--- src/rtl/xta_pkg.sv ---
// Package of the XVA trapezoid accumulator: item types, controller codes,
// datapath command and status structs and the saturating 64-bit add.
// It depends on nothing; every other file takes its names from it.
package xta_pkg;

    localparam int LimbW     = 32;
    localparam int NumLimbs  = 5;
    localparam int ProdW     = LimbW * NumLimbs;
    localparam int FactW     = 33;
    localparam int CarryW    = LimbW + 2;
    localparam int MulW      = 2 * LimbW + 2;
    localparam int LimbCntW  = $clog2(NumLimbs);
    localparam int ShProb    = 63;
    localparam int ShSpread  = 91;
    localparam int ShLoss    = 32;
    localparam int CfgIdxW   = 3;
    localparam int CfgDataW  = 33;

    localparam logic [32:0] QOne = 33'h1_0000_0000;
    localparam logic signed [63:0] SumMax = 64'sh7FFF_FFFF_FFFF_FFFF;
    localparam logic signed [63:0] SumMin = 64'sh8000_0000_0000_0000;

    typedef enum logic [CfgIdxW-1:0] {
        CFG_CPTY_REC  = 3'd0,
        CFG_OWN_REC   = 3'd1,
        CFG_FUND_SPR  = 3'd2,
        CFG_CAP_SPR   = 3'd3,
        CFG_MARG_SPR  = 3'd4,
        CFG_MARG_EN   = 3'd5
    } t_cfg_idx;

    typedef struct packed {
        logic [47:0] pos_exposure;
        logic [47:0] neg_exposure;
        logic [47:0] margin_amount;
        logic [32:0] cpty_default_prob;
        logic [32:0] own_default_prob;
        logic [31:0] discount_factor;
        logic [31:0] year_fraction;
        logic        last_point;
    } t_in_item;

    typedef struct packed {
        logic signed [63:0] cva_value;
        logic signed [63:0] dva_value;
        logic signed [63:0] fva_value;
        logic signed [63:0] kva_value;
        logic signed [63:0] mva_value;
        logic signed [63:0] total_adjustment;
        logic               overflow;
    } t_out_item;

    typedef enum logic [2:0] {
        TERM_CREDIT,
        TERM_DEBIT,
        TERM_FUNDING,
        TERM_CAPITAL,
        TERM_MARGIN,
        TERM_CVA,
        TERM_DVA
    } t_term;

    typedef enum logic [3:0] {
        OP_NONE,
        OP_CAPTURE,
        OP_LOAD,
        OP_MUL,
        OP_ROUND,
        OP_ACC,
        OP_COMMIT,
        OP_TOTAL,
        OP_EMIT
    } t_dp_op;

    typedef enum logic [2:0] {
        S_IDLE,
        S_LOAD,
        S_MUL,
        S_ROUND,
        S_ACC,
        S_COMMIT,
        S_TOTAL,
        S_EMIT
    } t_state;

    typedef struct packed {
        t_dp_op     op;
        t_term      term;
        logic [1:0] fidx;
        logic [1:0] tstep;
    } t_cmd;

    typedef struct packed {
        logic have_prev;
        logic last;
        logic margin_en;
        logic out_free;
    } t_stat;

    typedef struct packed {
        logic signed [63:0] sum;
        logic               ovf;
    } t_sat_res;

    function automatic logic [1:0] num_factors(input t_term term);
        logic [1:0] n;
        case (term)
            TERM_CREDIT, TERM_DEBIT: n = 2'd2;
            TERM_FUNDING, TERM_CAPITAL, TERM_MARGIN: n = 2'd3;
            default: n = 2'd1;
        endcase
        return n;
    endfunction

    function automatic t_sat_res sat_add64(input logic signed [63:0] a,
                                           input logic signed [63:0] b,
                                           input logic sub);
        logic [65:0] wa;
        logic [65:0] wb;
        logic [65:0] ws;
        t_sat_res    r;
        wa = {{2{a[63]}}, a};
        wb = {{2{b[63]}}, b};
        if (sub) begin
            wb = ~wb + 66'd1;
        end
        ws = wa + wb;
        r.ovf = (ws[65:63] != 3'b000) && (ws[65:63] != 3'b111);
        r.sum = r.ovf ? (ws[65] ? SumMin : SumMax) : ws[63:0];
        return r;
    endfunction

endpackage

--- src/rtl/xta_ctrl.sv ---
// Sequencer of the XVA trapezoid accumulator. It steps the datapath through
// load, limb-serial multiply, round and accumulate for each term, and through
// commit, total and emit. It depends on xta_pkg.
module xta_ctrl (
    input  logic            i_clk,
    input  logic            i_rst_n,
    input  logic            i_in_valid,
    output logic            o_in_ready,
    input  xta_pkg::t_stat  i_stat,
    output xta_pkg::t_cmd   o_cmd
);

    xta_pkg::t_state                r_state, n_state;
    xta_pkg::t_term                 r_term, n_term;
    logic [1:0]                     r_fidx, n_fidx;
    logic [xta_pkg::LimbCntW-1:0]   r_limb, n_limb;
    logic [1:0]                     r_tstep, n_tstep;

    always_ff @(posedge i_clk) begin
        if (!i_rst_n) begin
            r_state <= xta_pkg::S_IDLE;
            r_term  <= xta_pkg::TERM_CREDIT;
            r_fidx  <= 2'd0;
            r_limb  <= '0;
            r_tstep <= 2'd0;
        end else begin
            r_state <= n_state;
            r_term  <= n_term;
            r_fidx  <= n_fidx;
            r_limb  <= n_limb;
            r_tstep <= n_tstep;
        end
    end

    always_comb begin
        n_state = r_state;
        n_term  = r_term;
        n_fidx  = r_fidx;
        n_limb  = r_limb;
        n_tstep = r_tstep;
        case (r_state)
            xta_pkg::S_IDLE: begin
                if (i_in_valid) begin
                    if (i_stat.have_prev) begin
                        n_state = xta_pkg::S_LOAD;
                        n_term  = xta_pkg::TERM_CREDIT;
                    end else begin
                        n_state = xta_pkg::S_COMMIT;
                    end
                end
            end
            xta_pkg::S_LOAD: begin
                n_state = xta_pkg::S_MUL;
                n_fidx  = 2'd0;
                n_limb  = '0;
            end
            xta_pkg::S_MUL: begin
                if (r_limb == xta_pkg::LimbCntW'(xta_pkg::NumLimbs - 1)) begin
                    n_limb = '0;
                    if (r_fidx == xta_pkg::num_factors(r_term) - 2'd1) begin
                        n_state = xta_pkg::S_ROUND;
                    end else begin
                        n_fidx = r_fidx + 2'd1;
                    end
                end else begin
                    n_limb = r_limb + xta_pkg::LimbCntW'(1);
                end
            end
            xta_pkg::S_ROUND: begin
                n_state = xta_pkg::S_ACC;
            end
            xta_pkg::S_ACC: begin
                n_state = xta_pkg::S_LOAD;
                case (r_term)
                    xta_pkg::TERM_CREDIT:  n_term = xta_pkg::TERM_DEBIT;
                    xta_pkg::TERM_DEBIT:   n_term = xta_pkg::TERM_FUNDING;
                    xta_pkg::TERM_FUNDING: n_term = xta_pkg::TERM_CAPITAL;
                    xta_pkg::TERM_CAPITAL: begin
                        if (i_stat.margin_en) begin
                            n_term = xta_pkg::TERM_MARGIN;
                        end else begin
                            n_state = xta_pkg::S_COMMIT;
                        end
                    end
                    xta_pkg::TERM_MARGIN:  n_state = xta_pkg::S_COMMIT;
                    xta_pkg::TERM_CVA:     n_term = xta_pkg::TERM_DVA;
                    xta_pkg::TERM_DVA: begin
                        n_state = xta_pkg::S_TOTAL;
                        n_tstep = 2'd0;
                    end
                    default: n_state = xta_pkg::S_IDLE;
                endcase
            end
            xta_pkg::S_COMMIT: begin
                if (i_stat.last) begin
                    n_state = xta_pkg::S_LOAD;
                    n_term  = xta_pkg::TERM_CVA;
                end else begin
                    n_state = xta_pkg::S_IDLE;
                end
            end
            xta_pkg::S_TOTAL: begin
                if (r_tstep == 2'd3) begin
                    n_state = xta_pkg::S_EMIT;
                end else begin
                    n_tstep = r_tstep + 2'd1;
                end
            end
            xta_pkg::S_EMIT: begin
                if (i_stat.out_free) begin
                    n_state = xta_pkg::S_IDLE;
                end
            end
            default: n_state = xta_pkg::S_IDLE;
        endcase
    end

    always_comb begin
        o_in_ready  = (r_state == xta_pkg::S_IDLE);
        o_cmd.term  = r_term;
        o_cmd.fidx  = r_fidx;
        o_cmd.tstep = r_tstep;
        case (r_state)
            xta_pkg::S_IDLE:   o_cmd.op = i_in_valid ? xta_pkg::OP_CAPTURE : xta_pkg::OP_NONE;
            xta_pkg::S_LOAD:   o_cmd.op = xta_pkg::OP_LOAD;
            xta_pkg::S_MUL:    o_cmd.op = xta_pkg::OP_MUL;
            xta_pkg::S_ROUND:  o_cmd.op = xta_pkg::OP_ROUND;
            xta_pkg::S_ACC:    o_cmd.op = xta_pkg::OP_ACC;
            xta_pkg::S_COMMIT: o_cmd.op = xta_pkg::OP_COMMIT;
            xta_pkg::S_TOTAL:  o_cmd.op = xta_pkg::OP_TOTAL;
            xta_pkg::S_EMIT:   o_cmd.op = i_stat.out_free ? xta_pkg::OP_EMIT : xta_pkg::OP_NONE;
            default:           o_cmd.op = xta_pkg::OP_NONE;
        endcase
    end

endmodule

--- config.mk ---
export PLATFORM = sky130hd
export DESIGN_NAME = xta_ctrl
export DESIGN_NICKNAME = d
export VERILOG_FILES = /design/src/rtl/xta_pkg.sv /design/src/rtl/xta_ctrl.sv
export SDC_FILE = /design/constraint.sdc
export NUM_CORES = 1
export LEC_CHECK = 0
export BUFFER_PORTS_ARGS = -buffer_cell sky130_fd_sc_hd__buf_4
export CAP_MARGIN = 20
export CORE_UTILIZATION = 57
export CTS_CLUSTER_DIAMETER = 80
export DETAILED_ROUTE_END_ITERATION = 8
export PLACE_DENSITY_LB_ADDON = 0.2
export SLEW_MARGIN = 10
export SYNTH_ARGS = -nofsm -noshare
export SYNTH_HDL_FRONTEND = slang
export SYNTH_SLANG_ARGS = --single-unit
--- constraint.sdc ---
create_clock -name i_clk -period 3.5 [get_ports i_clk]
set_input_delay 0.525 -clock i_clk [delete_from_list [all_inputs] [get_ports i_clk]]
set_output_delay 0.525 -clock i_clk [all_outputs]
set_load 0.005 [all_outputs]
# After elaboration in Yosys (flattened, before gate mapping)
# Cells that the tools add are included.
# Widths: inputs -> output; s select.
# totals
ff_bits,13
word_cells,79
# classes
addsub,4
n_eq_ne,28
muxes,30
reduce_logical,12
# op_table
op,count
$mux 3,12
$pmux 4 s8,1
$eq 3x3->1 const B,8
$pmux 3 s8,1
$ne 2x2->1 const B,8
$pmux 3 s5,1
$eq 3x2->1 const B,4
$mux 2,6
$pmux 2 s2,3
$pmux 3 s4,1
$pmux 3 s3,1
$eq 3x1->1 const B,2
$logic_not 3->1,2
$ne 6x1->1 const B,1
$pmux 3 s2,1
$reduce_and 3->1,2
$reduce_and 6->1,1
$reduce_and 5->1,1
$add 2x1->2 const B,2
$mux 4,1
$ne 2x1->1 const B,2
$reduce_bool 2->1,2
$reduce_or 4->1,1
$add 3x1->3 const B,1
other kinds (8),9

# Depth between registers and ports, before layout
# Gate-level depths: netlist of run 1.
# logic_depth
word_depth,10
depth_mapped,7
depth_no_buf,7

# Worst setup path before layout of run 1
# No wires, ideal clock.
# synth_timing
kind,register -> output
startpoint,register r_state[1]
endpoint,output port o_cmd[7] (netlist bit)
t_arrival_ns,0.951
required_ns,2.975
setup_slack_ns,2.024
path_stages_with_launch,4
path_buffers,1
cell_sequence,dfxtp_1 -> buf_2 -> nor4_1 -> nor2_1
# synth_rtl
item,line,text
start: declaration,xta_ctrl.sv:13,"xta_pkg::t_state r_state, n_state;"
start signal: assignment,xta_ctrl.sv:21,r_state <= xta_pkg::S_IDLE;
start signal: assignment,xta_ctrl.sv:27,r_state <= n_state;
end: declaration,xta_ctrl.sv:10,output xta_pkg::t_cmd o_cmd

==> metrics.txt, run 1 <==
Longest Clk Path Bufs=2; Worst EP required=2.97 ns; DPL Wire Length=1443 µm; CTS tree=done; synth warn=0; post-synthesis sequential area ratio=27.48%; crit share post-route=62.19%; Peak VDD IR=0.6423 mV; clock sink count=13; antenna cell count=0; number of gates resized after cts=0; Port Buf Inserts=18; largest net degree at the start of global routing=22; max-slew violations=0; antenna-violating nets left=0; I/O pin cnt=19; RSZ-0062 raised after global routing=false; Worst setup SP type=register; post-layout util=71.10%; Max FO, Critical Path=21; Syn Nets=142; clock root buffer master=clkbuf_4; most common cell in the synthesized netlist=nand2_1; Post-CTS Hold Fix Bufs=0; Placer Congestion=0.7851; CP max stage delay=0.61 ns; clock latency on the worst-skew pair=0.29 ns; Setup crit start=r_state[0]; synth top area cells=dfxtp_1, nand2_1, nor2_1; wire length of the first global-routing pass=3415 µm; TNS Setup=0 ns; CTS H-tree lvls=1; Placed Instances=157; Final Skew=0.008727 ns; initial antenna violation count=0; via count=962; Crit-path slowest cell=nor4_1; Max Clock Freq=459.5 MHz; Post-synth ARST share=0%; Cell Area, Synth=947.2 µm²; GRT Util Overall=24.74%; Routed WL=2024 µm; worst path arrival time=1.65 ns; launching point of the worst reg2reg path=r_term[1]; fin nets=156; CTS clk-pin slew, worst paths=0.08 ns; Synth area leader=dfxtp_1; DRC viols=0; Final Critical Period=2.176 ns; Starting DRT DRC Count=31; Mapped Cells=132; GR Overflow Total=0; postcts setup bufs=0; final hold violation count=0; CP Capture Type=primary output; TritonCTS Buffers=3; row count=14; pwr/cell area=619.7 nW/µm²; Final Non-Filler Cells=161; die area=1829 µm²; die height=42.77 µm; Worst Tran Pin Value=0.6389 ns; status=completed; post-DR wirelength/cell=12.57 µm; area added between synthesis and finish=14.40%; ys flop type=dfxtp_1; Syn Area/Cell=7.175 µm²; hold path startpoint=r_limb[2]; synth unique cells=37; fraction of layout cells with a size suffix above 1=17.24%; CP Class=reg -> out; most frequent cells after synthesis=nand2_1, nor2_1, dfxtp_1; Final Setup Violations=0; Max-Cap Viols=0; LEAKAGE=0.4541 nW; cells along the critical path=nor4_1, nor2_1, buf_4; Starting Density=62.15%; vias in the first global route=803; Post-synth EDFFs=0; Hold Path Class=reg -> reg; top-area cell type share of the netlist area=27.48%; area of the core=1524 µm²; Vias per Instance=5.975; length of the first detailed-routing pass in iterations=4; Max-slew headroom=57.35%; Die W=42.77 µm; flops & latches, synth=13
-- worst max-delay path, delay by kind of cell (launching register included) --
| kind | cells | cell delay (ns) |
|---|---|---|
| flip-flops | 1 | 0.51 |
| AND/OR/NAND/NOR | 2 | 0.69 |
| buffers and inverters | 1 | 0.16 |
-- metal layers --
| layer | wire (µm) | GRT usage (%) |
|---|---|---|
| met1 | 930 | 29.66 |
| met2 | 920 | 39.39 |
| met3 | 119 | 4.681 |
| met4 | 55 | 16.88 |
| met5 | 0 | 0 |
-- state kept, by name, summed over array words and instances (netlist names) --
register and cells:
r_tstep 2, r_term 3, r_limb 3, r_fidx 2, r_state 3
-- logic make-up after synthesis --
logic type	after synthesis	share of synthesized area, %
and+or+nand+nor	60	33.02
muxes	2	2.114
adders and majority gates	3	3.963
DFF	13	27.48
buffers and inverters	17	7.926
AOI/OAI and AO/OA	32	20.87
xor gates and xnor gates	5	4.624
-- report_power, final --
group / internal (W) / switching (W)
Clock: 0.0000444 / 0.0000562
Combinational: 0.000158 / 0.000156
Sequential: 0.000173 / 0.0000843
-- cell usage in the layout, fill, tap and decap left out, types with 2 or more instances in the layout --
master / n
and2_1: 2
nor4_1: 4
nand3_1: 5
xnor2_1: 2
ha_1: 3
buf_4: 18
inv_1: 7
dfxtp_1: 13
o21ai_0: 3
o211ai_1: 2
nor2_1: 14
a21oi_1: 8
nor3_1: 7
mux2i_1: 2
xor2_1: 3
nand2_1: 15
a31oi_1: 3
o22ai_1: 2
nor2b_1: 3
o21ai_1: 9
clkbuf_4: 3
nand2b_1: 3
-- layout make-up --
| class | count | area [µm²] |
|---|---|---|
| Multi-Input combinational cell | 102 | 611.8 |
| Clock buffer | 4 | 26.28 |
| Fill cell | 124 | 440.4 |
| Inverter | 8 | 30.03 |
| Tap cell | 16 | 20.02 |
| Sequential cell | 13 | 260.3 |
| Timing Repair Buffer | 18 | 135.1 |
-- final timing paths --
check	cells past startpoint	to	slack [ns]
worst max-delay path	3	o_cmd[7]	1.32
worst max register to register	5	r_state[1]	1.68
worst min register to register	2	r_limb[2]	0.52
worst min-delay path	2	r_limb[2]	0.52
-- through the flow --
stage               hold WS, ns  setup WS [ns]  area [µm²]  total power, W
finish                   0.5181          1.324        1084       0.0006715
global route             0.5506          1.191        1084       0.0007237
CTS                      0.5245          1.327        1084       0.0006703
detailed placement       0.5062          1.645        1057       0.0005724
global placement         0.4937          1.721        1057       0.0005617
floorplan                0.4789          2.024       947.2       0.0004804
Power figures use the tool's default switching activity.
==> run 2, diff against run 1 <==
--- a/config.mk
+++ b/config.mk
@@ -7,7 +7,7 @@
 export LEC_CHECK = 0
 export BUFFER_PORTS_ARGS = -buffer_cell sky130_fd_sc_hd__buf_4
 export CAP_MARGIN = 20
-export CORE_UTILIZATION = 57
+export CORE_UTILIZATION = 48
 export CTS_CLUSTER_DIAMETER = 80
 export DETAILED_ROUTE_END_ITERATION = 8
 export PLACE_DENSITY_LB_ADDON = 0.2
==> constraint.sdc (replaced) <==
create_clock -name i_clk -period 1.94 [get_ports i_clk]
set_input_delay 0.291 -clock i_clk [delete_from_list [all_inputs] [get_ports i_clk]]
set_output_delay 0.291 -clock i_clk [all_outputs]
set_load 0.005 [all_outputs]
==> run 2 against run 1 <==
  * Worst hold slack got worse by 0.23 ns
  * Final cell count increased by 8.1%
  * Global-route usage decreased by 0.88 points
  * Sequential cell count unchanged
  * Clock skew decreased by 0.0023 ns
  * Sequential share of layout area decreased by 0.92 points
  * Cell area increased by 4.5%
  * Via count increased by 2.1%
  * Critical path depth increased by 2
==> metrics.txt, run 2 (synthesized netlist as in run 1, its figures left out) <==
die height=46.42 µm (+8.5%); fraction of layout cells with a size suffix above 1=20.81% (+3.6 points); antenna-violating nets left=0 (unchanged); Max-slew headroom=71.77% (+14 points); Worst R2R Path Depth=5 (unchanged); Die W=46.42 µm (+8.5%); area added between synthesis and finish=19.55%; antenna cell count=0 (unchanged); die area=2155 µm² (+18%); length of the first detailed-routing pass in iterations=5 (+1); placement-stage cell area=1099 µm² (+3.9%); global route hottest layer=met2; most common cell after layout, fill and taps aside=buf_4; Starting Density=53.12% (-9.0 points); TNS Setup=0 ns (unchanged); Vias per Instance=5.644 (-5.5%); largest net degree at the start of global routing=22 (unchanged); DPL Wire Length=1594 µm (+10%); row count=15 (+1); Longest Clk Path Bufs=2 (unchanged); launching point of the worst reg2reg path=r_term[2]; GRT met2 Usage=37.50% (-1.9 points); Peak VDD IR=0.6756 mV (+5.2%); clock latency on the worst-skew pair=0.28 ns (about the same); clock root buffer master=clkbuf_4; met3 usage=3.922% (-0.76 points); via count=982 (+2.1%); post-DR wirelength/cell=12.50 µm (-0.57%); postcts setup bufs=0 (unchanged); Max-Cap Viols=0 (unchanged); Worst EP required=2.12 ns (-0.85 ns); clock sink count=13 (unchanged); dpl ws=0.2143 ns (-1.431 ns); DRC viols=0 (unchanged); Power Total=0.001266 W (+88%); Max FO, Critical Path=12 (-43%); initial antenna violation count=0 (unchanged); vias in the first global route=862 (+7.3%); Post-Layout Inst Area=1132 µm² (+4.5%); GR Overflow Total=0 (unchanged); GR Util met1=29.60% (-0.055 points); GRT Util Overall=23.86% (-0.88 points); CTS tree=done; CP Class=reg -> reg; area of the core=1783 µm² (+17%); status=completed; worst path arrival time=1.92 ns (+0.27 ns); # fillers=169 (+36%); pwr/cell area=1118 nW/µm² (+80%); Final Critical Period=1.738 ns; CP Capture Type=register; Worst Tran Pin Value=0.4229 ns (-0.2160 ns); Top Registers=r_limb (3), r_state (3), r_term (3); post-layout util=63.51% (-7.6 points); CTS clk-pin slew, worst paths=0.08 ns (about the same); crit share post-route=89.57%; CTS H-tree lvls=1 (unchanged); Hold Path Class=in -> reg; most frequent cells in the layout=buf_4, nand2_1, nor2_1; LEAKAGE=0.4767 nW (+5.0%); R2R Setup Slk=0.20 ns (-1.48 ns); reg2reg end=r_state[1]; max-slew violations=0 (unchanged); I/O pin cnt=19 (unchanged); Port Buf Inserts=18 (unchanged); Worst setup SP type=register; final hold violation count=0 (unchanged); hold depth=4 (+2); Final Setup Violations=0 (unchanged); Final Skew=0.006415 ns (-0.002313 ns); Routed WL=2175 µm (+7.5%); Endpoint, Worst Hold=r_state[0]; RSZ-0062 raised after global routing=false; Starting DRT DRC Count=14 (-55%); setup ws final=0.2023 ns (-1.121 ns); Max Clock Freq=575.5 MHz; hold path startpoint=i_stat[0]; wire length of the first global-routing pass=3650 µm (+6.9%); fin nets=160 (+2.6%); TritonCTS Buffers=3 (unchanged); Placer Congestion=0.8761 (+12%)
## run 2: cell count changes in the layout (fill, tap and decap cells not counted)
cell     delta
dfxtp_2     +1
nor4_2      +1
dfxtp_1     -1
nor4_1      -1
buf_4       +4
## run 2: stage by stage
stage / hold WS (ns) / std cells
after global routing: 0.3106 / 174
after floorplan: 0.4236 / 132
after global placement: 0.4974 / 170
after detailed placement: 0.5088 / 170
final: 0.2906 / 174
after CTS: 0.2954 / 174
## run 2: how the worst max path moves through the flow
stage | start | slack, ns | to | cells past startpoint
after global routing | r_term[2] | 0.06 | r_state[1] | 5
after CTS | r_state[0] | 0.07 | o_cmd[7] | 3
final | r_term[2] | 0.20 | r_state[1] | 5
after detailed placement | r_term[2] | 0.21 | r_state[1] | 5
after floorplan | r_fidx[1] | 0.47 | r_state[1] | 5
after global placement | r_term[2] | 0.24 | r_state[1] | 5
## run 2: power by group
group / leakage (nW) / internal (W) / total, W / switching (W)
sequential: 0.106 / 0.000314 / 0.000429 / 0.000114
combinational: 0.356 / 0.000322 / 0.000666 / 0.000344
clock: 0.0150 / 0.0000800 / 0.000171 / 0.0000909
total: 0.477 / 0.000716 / 0.00127 / 0.000550
## run 2: final cells by class
class	instances	area (µm²)	area share [%]
multi-input combinational	102	618.1	54.59
sequential	13	261.5	23.09
timing repair buffer	22	165.2	14.59
tap	25	31.28	2.762
inverter	8	30.03	2.652
clock buffer	4	26.28	2.320
## run 2: repair_timing
item | CTS | global route
endpoints found under the setup margin | 0 | 3
hold buffers | 0 | 0
gates resized for setup | 0 | 2
## run 2: worst max-delay path, stage by stage, from the launching register on
cell      delay, ns
dfxtp_1        0.44
nor4b_2        0.40
a31oi_1        0.12
a211oi_2       0.30
o21ai_1        0.14
o211a_1        0.23
## run 2: metal layers
metal,wire length [µm],up-vias,share of wire (%)
li1,-,494,-
met1,1011,463,46
met2,1053,20,48
met3,60,5,2.8
met4,48,0,2.2
met5,0,-,0
==> run 3, diff against run 2 <==
--- a/config.mk
+++ b/config.mk
@@ -6,8 +6,10 @@
 export NUM_CORES = 1
 export LEC_CHECK = 0
 export BUFFER_PORTS_ARGS = -buffer_cell sky130_fd_sc_hd__buf_4
-export CAP_MARGIN = 20
-export CORE_UTILIZATION = 48
+export CAP_MARGIN = 30
+export CELL_PAD_IN_SITES_DETAIL_PLACEMENT = 2
+export CELL_PAD_IN_SITES_GLOBAL_PLACEMENT = 2
+export CORE_UTILIZATION = 26
 export CTS_CLUSTER_DIAMETER = 80
 export DETAILED_ROUTE_END_ITERATION = 8
 export PLACE_DENSITY_LB_ADDON = 0.2
==> run 3 against run 2 <==
  * Clock power increased by 3%
  * Sequential cell count stayed put
  * Register-to-register slack got worse by 0.02 ns
  * Utilization fell by 30 points
  * Critical path type unchanged
  * Highest routed layer is now met3
==> metrics.txt, run 3 (synthesized netlist as in run 1, its figures left out) <==
status=completed; GRT Util Overall=16.26% (-7.6 points); wire length of the first global-routing pass=4961 µm (+36%); Port Buf Inserts=18 (unchanged); Starting DRT DRC Count=6 (-8); RSZ-0062 raised after global routing=false; Setup crit start=r_term[2]; Max-Cap Viols=0 (unchanged); length of the first detailed-routing pass in iterations=4 (-1); fin nets=159 (-0.63%); area of the core=3416 µm² (+92%); TritonCTS Buffers=3 (unchanged); clock root buffer master=clkbuf_4; Final Setup Violations=0 (unchanged); die height=62.36 µm (+34%); post-DR wirelength/cell=14.92 µm (+19%); fraction of layout cells with a size suffix above 1=20.27% (-0.54 points); antenna-violating nets left=0 (unchanged); cells along the critical path=nor4b_2, a31oi_1, a211oi_2, o21ai_1, o211a_1; DRC viols=0 (unchanged); largest net degree at the start of global routing=19 (-14%); clock sink count=13 (unchanged); Max FO, Critical Path=12 (unchanged); most common cell after layout, fill and taps aside=buf_4; Final Skew=0.004877 ns (-0.001537 ns); CP Capture Type=register; Max-slew headroom=70.72% (-1.0 points); DPL Wire Length=2262 µm (+42%); placement-stage cell area=1117 µm² (+1.7%); Longest Clk Path Bufs=2 (unchanged); worst path buffer plus inverter count=0 (unchanged); Vias per Instance=5.108 (-9.5%); reg2reg end=r_state[1]; # fillers=418 (+150%); worst path arrival time=1.93 ns (about the same); die area=3888 µm² (+80%); Crit path max-delay family=compound AO/OA/AOI/OAI gates; CTS H-tree lvls=1 (unchanged); Placer Congestion=0.6952 (-21%); row count=21 (+6); max-slew violations=0 (unchanged); CTS tree=done; CP max stage delay=0.45 ns (about the same); TNS Setup=0 ns (unchanged); initial antenna violation count=0 (unchanged); Die W=62.36 µm (+34%); Critical Path Sink=r_state[1]; vias in the first global route=1,034 (+20%); launching point of the worst reg2reg path=r_term[2]; Register Area=261.5 µm² (unchanged); Crit-path slowest cell=dfxtp_1; postcts setup bufs=0 (unchanged); pwr/cell area=1127 nW/µm² (+0.86%); clock latency on the worst-skew pair=0.28 ns (about the same); LEAKAGE=0.4714 nW (-1.1%); Power Total=0.001298 W (+2.5%); CTS clk-pin slew, worst paths=0.09 ns (about the same); Worst R2R Path Depth=5 (unchanged); via count=991 (+0.92%); multi-input logic area=618.1 µm² (unchanged); Routed WL=2895 µm (+33%); Hold Path Class=in -> reg; GR Overflow Total=0 (unchanged); area added between synthesis and finish=21.53%; R2R Setup Slk=0.18 ns (-0.02 ns); Final Critical Period=1.762 ns (+0.02404 ns); Levels on crit path=5 (unchanged); Worst EP required=2.11 ns (about the same); Peak VDD IR=0.4025 mV (-40%); Max Clock Freq=567.6 MHz (-1.4%); Post-Layout Inst Area=1151 µm² (+1.7%); final hold violation count=0 (unchanged); Top Registers=r_limb (3), r_state (3), r_term (3); Worst setup SP type=register; antenna cell count=0 (unchanged); most frequent cells in the layout=buf_4, nand2_1, nor2_1; Starting Density=27.73% (-25 points); crit share post-route=90.81% (+1.2 points); Worst Tran Pin Value=0.4386 ns (+0.01567 ns); CP Class=reg -> reg; I/O pin cnt=19 (unchanged)
-- run 3: cell types whose count changed in the layout (fill, tap and decap cells not counted) --
cell	previous run	this run
buf_4	22	21
-- run 3: worst min-delay path by stage --
stage                          from  cells after the start         end  slack [ns]
after floorplan             i_rst_n                      2  r_state[0]        0.42
after global placement    r_limb[2]                      2   r_limb[2]        0.50
after detailed placement  r_limb[2]                      2   r_limb[2]        0.52
after CTS                 i_stat[0]                      4  r_state[0]        0.30
after global routing      i_stat[0]                      4  r_state[0]        0.32
final                     i_stat[0]                      4  r_state[0]        0.30
-- run 3: layer usage --
metal	vias to the layer above	global-route usage (%)	share of wire, %
met5	-	0	0
met4	0	6.977	0
met2	12	31.04	56
met3	0	1.654	2.0
li1	494	-	-
met1	485	17.99	42
-- run 3: worst reg2reg max path, stage by stage (launching register included) --
cell and delay [ns]:
dfxtp_1 0.45, nor4b_2 0.38, a31oi_1 0.12, a211oi_2 0.31, o21ai_1 0.16, o211a_1 0.24
-- run 3: where the power goes --
group	leakage (nW)	switching, W	total [W]	internal (W)
Combinational	0.350	0.000371	0.000684	0.000313
Sequential	0.106	0.000123	0.000437	0.000314
Clock	0.0150	0.0000968	0.000176	0.0000796
-- run 3: cell type report --
type | count | area share (%)
Clock buffer | 4 | 2.283
Inverter | 8 | 2.609
Multi-Input combinational cell | 102 | 53.70
Sequential cell | 13 | 22.72
Tap cell | 46 | 5.000
Timing Repair Buffer | 21 | 13.70
-- run 3: timing repair --
item | 4_1_cts | 5_1_grt
resized for setup | 0 | 2
endpoints found under the setup margin | 0 | 2
hold buffers | 0 | 0
-- run 3: per-stage QoR --
| step | cells | hold slack [ns] | util, % | worst slack (ns) |
|---|---|---|---|---|
| 6_report | 194 | 0.3045 | 33.70 | 0.1782 |
| 3_5_place_dp | 190 | 0.5212 | 32.71 | 0.1888 |
| 5_1_grt | 194 | 0.3191 | 33.70 | 0.04307 |
| 3_3_place_gp | 190 | 0.5007 | 32.71 | 0.1917 |
| 2_1_floorplan | 132 | 0.4236 | - | 0.4692 |
| 4_1_cts | 194 | 0.3041 | 33.48 | 0.03688 |
